### src/hw/rtl/bba_ram.sv
module bba_ram #(
	parameter int WIDTH = 8,
	parameter int DEPTH = 256
) (
	input  logic                     clk,
	input  logic                     we,
	input  logic [$clog2(DEPTH)-1:0] waddr,
	input  logic [WIDTH-1:0]         wdata,
	input  logic [$clog2(DEPTH)-1:0] raddr,
	output logic [WIDTH-1:0]         rdata
);

	logic [WIDTH-1:0] mem_q [DEPTH];

	// one write port, one registered read port
	always_ff @(posedge clk) begin
		if (we) begin
			mem_q[waddr] <= wdata;
		end
		rdata <= mem_q[raddr];
	end

endmodule

### config.mk
export PLATFORM = sky130hd
export DESIGN_NAME = bba_ram
export DESIGN_NICKNAME = d
export VERILOG_FILES = /design/src/hw/rtl/bba_ram.sv
export SDC_FILE = /design/constraint.sdc
export NUM_CORES = 2
export LEC_CHECK = 0
export BUFFER_PORTS_ARGS = -buffer_cell sky130_fd_sc_hd__buf_2
export CAP_MARGIN = 0
export CORE_UTILIZATION = 38
export CTS_BUF_LIST = sky130_fd_sc_hd__clkbuf_4 sky130_fd_sc_hd__clkbuf_8
export DETAILED_ROUTE_END_ITERATION = 10
export PLACE_DENSITY_LB_ADDON = 0.12
export SLEW_MARGIN = 20
export SYNTH_ARGS = -nofsm -noshare
export SYNTH_HDL_FRONTEND = slang
export SYNTH_SLANG_ARGS = --single-unit
### constraint.sdc
create_clock -name clk -period 4.2 [get_ports clk]
set_clock_uncertainty 0.1 [all_clocks]
set_input_delay 0.63 -clock clk [delete_from_list [all_inputs] [get_ports clk]]
set_output_delay 0.63 -clock clk [all_outputs]
set_load 0.02 [all_outputs]
After elaboration in Yosys (flattened, before gate mapping)
Memories as Yosys holds them, arrays and structs flattened. A register that Yosys moved wholly into a read port is not among the register bits.
Index checks and enable logic that the tools add are counted.
Storage, ports and cells
  register bits: 0
  latch bits: 0
  memory bits (writable): 2048
  memory bits (read-only): 0
  input port bits: 26
  output and inout port bits: 8
  logic and storage cells: 3
  memories kept: 1
Memories
  mem_q: depth 256, bits a word 8, read ports 1, clocked after memory_dff 1, wr ports 1, line 13  | logic [WIDTH-1:0] mem_q [DEPTH];
Operators by class
  add/subtract/negate cells: 0
  $mul: 0
  divide/modulo/power cells: 0
  $lt $le $gt $ge: 0
  equality and inequality tests: 0
  shifts and indexed selects: 0
  muxes and demuxes: 2
  bitwise gates (word level): 0
  reductions and logical operators: 0
Operator list (number)
  $mux 1: 2

Longest topological paths before layout
  depth in word-level cells: 2
  depth in mapped cells: 11
  depth with buffers taken out: 6

Worst setup path before layout
Ideal clock, no wire load.
  path type: input to register
  start point: input raddr[0]
  end point: register rdata[2], read port of mem_q
  library setup time: 0.131 ns
  arrival time: 2.437 ns
  data required time: 3.969 ns
  slack: 1.532 ns
  stages: 9
  buffers on the path: 4
  cell sequence: buf_6 buf_12 buf_8 buf_2 mux4_2 a22oi_1 a21oi_1 nor4_1 nor4_2
RTL lines
  start: declaration: line 9  | input logic [$clog2(DEPTH)-1:0] raddr,
  end: declaration: line 10  | output logic [WIDTH-1:0] rdata

==> results.md <==
- Fraction of layout instances using a drive strength above 1: about a third
- DR iter-0 viols: 3505
- Post-synth top area cell: edfxtp_1
- Share of the yosys chip area belonging to registers: between 70% and 80%
- Final clock period utilization by the worst path: 74.3%
- Vias in the first global route: a little over 40k
- Wire per inst: 30.5 um
- Critical path class: in2reg
- First-pass GRT wire length: 316000 um
- P per Cell Area: 458 nW/um2
- DP Area: 85400 um2
- # fillers: between 15k and 20k
- CP Max Fanout: 29
- Vias per Instance: approximately 5.4
- All-Layer GR Usage: a little over a fifth
- Ys flop type: edfxtp_1
- Pwr Total: 42.1 mW
- P_leak: 29.1 nW
- Syn Area/Cell: 21.3 um2
- R2R Setup Slk: around 1.2 ns
- Warnings, synthesis: 0
- Register Area: roughly 62000 um2
- Status: finished, final reports clean
- CTS max path bufs: 4
- Hold Vio Cnt, Final: 0
- Syn Nets: ~3.8k
- Buffers on Ports: 33
- Final setup vio count: 0
- Yosys top cell area share: between 70 and 80%
- Sink Count: a little over 2k
- Worst EP required: ~5 ns
- Area of the core: 207000 um2
- Layout area overhead: 15.6%
- Startpoint Class: input pin
- Num CTS Buffers: 358
- Slew @ Worst Pin: 1.19 ns
- Largest net degree at the start of global routing: about 110
- FMAX: about 320 MHz
- Overall routed net length: 223000 um
- Max cap viols: 0
- Max_slew headroom: roughly a fifth
- Final RePlAce weighted congestion: ~0.80
- Global route total overflow: 0
- Worst IR Drop VDD: 341 uV
- Clock-pin slew on the worst setup and hold paths: around 0.060 ns
- Slew Viols, Final: 0
- Number of nets at the end of the flow: ~4.3k
- RSZ-0062 raised after global routing: no
- Final Cell Area: ~92000 um2
- Post-route ant nets: 0
- Worst setup EP type: flop
- Die Width: about 460 um
- Top post-synthesis cells by area: edfxtp_1, mux4_2, mux2i_1
- Cell Area, Synth: around 80000 um2
- Initial antenna violation count: 14
- CTS tree: built
- Non-Filler Instances: approximately 7.3k
- DR pass1 iterations: 5
- EDFF count, synth: a little over 2k
- Initial Utilization: a little under two fifths
- # H-tree levels: 5
- Row count: 167
- Fin crit period: approximately 3.1 ns
- Synth Instances: roughly 3.7k
- #FFs+latches synth: ~2.1k
- Clk Latency, worst-skew pair: roughly 1.1 ns
- Netlist cell types: between 50 and 60
- Asr flop ratio synth: 0%
- CTS resizes: 0
- Placed wire-length estimate: about 140000 um
- Most frequent cells in the layout: edfxtp_1, mux4_2, clkbuf_8, buf_4, nor2_1
- Die height: between 400 and 500 um
- Io pins: 34
- Vias post-DR: around 40k
- Setup bufs post-CTS: 0
- Commonest non-fill, non-tap cell in the layout: edfxtp_1
- Die ar.: 211000 um2
- CTS root buf: clkbuf_8
- Hold crit path type: in2reg
- Critical path arrival: ~4 ns
- Area of the multi-input gates: about 17000 um2
- Dpl cells: ~6.7k
- DRC viols: 0
- Fin util: between 40% and 50%
-- layer usage --
layer / track usage [%] / share of wire [%] / up-vias
li1: - / - / 16900
met1: 29.7 / 44 / 21500
met2: 33.5 / 48 / 1253
met3: 4.25 / 5.7 / 370
met4: 6.74 / 2.8 / 6
met5: 0.230 / 0.041 / -
-- Yosys cell counts (13+ instances only) --
cell type,count
buf_1,22
o22ai_1,28
buf_8,13
clkbuf_1,111
edfxtp_1,2048
buf_6,21
a221oi_1,13
nor2b_1,31
a21oi_1,96
o221ai_1,46
nand3_1,34
buf_4,27
buf_2,31
a211oi_1,16
mux4_2,454
mux2i_1,134
nor4_1,24
a22oi_1,133
nor2_1,282
nand2_1,33
nor3_1,22
-- final cells by class --
type	instances	share of cell area, %
clock inverters	113	0.588
inverters	2	0.00816
flip-flops and latches	2056	67.0
well taps	2788	3.79
repair buffers	427	4.02
multi-input cells	1442	18.0
diodes	12	0.0326
clock buffers	494	6.53
-- sequential cells by signal, summed over array words and instances, names as in the netlist --
signal  flops
mem_q    2048
rdata       8
-- worst paths after layout --
check	depth (start not counted)	from	to
min reg2reg	7	mem_q[33][5]$_DFFE_PP_	rdata[5]$_DFF_P_
min	1	wdata[2]	mem_q[216][2]$_DFFE_PP_
max	9	raddr[0]	rdata[7]$_DFF_P_
max reg2reg	6	mem_q[211][3]$_DFFE_PP_	rdata[3]$_DFF_P_
-- logic make-up (layout without fill, tap and decap cells) --
| kind of cell | count (synthesis) | count (layout) | synth area share (%) |
|---|---|---|---|
| compound gates | 385 | 385 | 3.42 |
| buf+inv | 235 | 1036 | 1.83 |
| flops | 2056 | 2056 | 77.5 |
| mux | 591 | 591 | 14.6 |
| other cells | 0 | 12 | 0 |
| simple gates | 466 | 466 | 2.63 |
-- worst max-delay path, cell delays in order --
cell     delay [ns]
buf_8          0.30
buf_12         0.32
buf_4          0.30
mux4_2         0.53
a22oi_1        0.30
a21oi_1        0.26
nor4_1         0.95
buf_4          0.25
nor4_1         0.05
-- timing repair --
item / in CTS / in global routing
endpoints found under the hold margin: 32 / 0
hold buffers: 4 / 0
endpoints found under the setup margin: 0 / 0
-- report_power, final --
group / leakage [nW] / total [mW] / switching, mW / internal (mW)
clock: 3.48 / 17.2 / 7.94 / 9.28
combinational: 7.14 / 2.24 / 1.45 / 0.792
sequential: 18.5 / 22.7 / 0.0570 / 22.6
total: 29.1 / 42.1 / 9.44 / 32.7
-- metrics by stage --
stage               setup WS, ns  TNS, ns  hold WS [ns]
global placement          -0.488    -1.26         0.926
floorplan                   1.53        0         0.629
finish                      1.08        0        0.0156
detailed placement       -0.0102  -0.0102         0.945
CTS                         1.14        0        0.0253
global route                1.03        0        0.0153
Power figures use the tool's default switching activity.
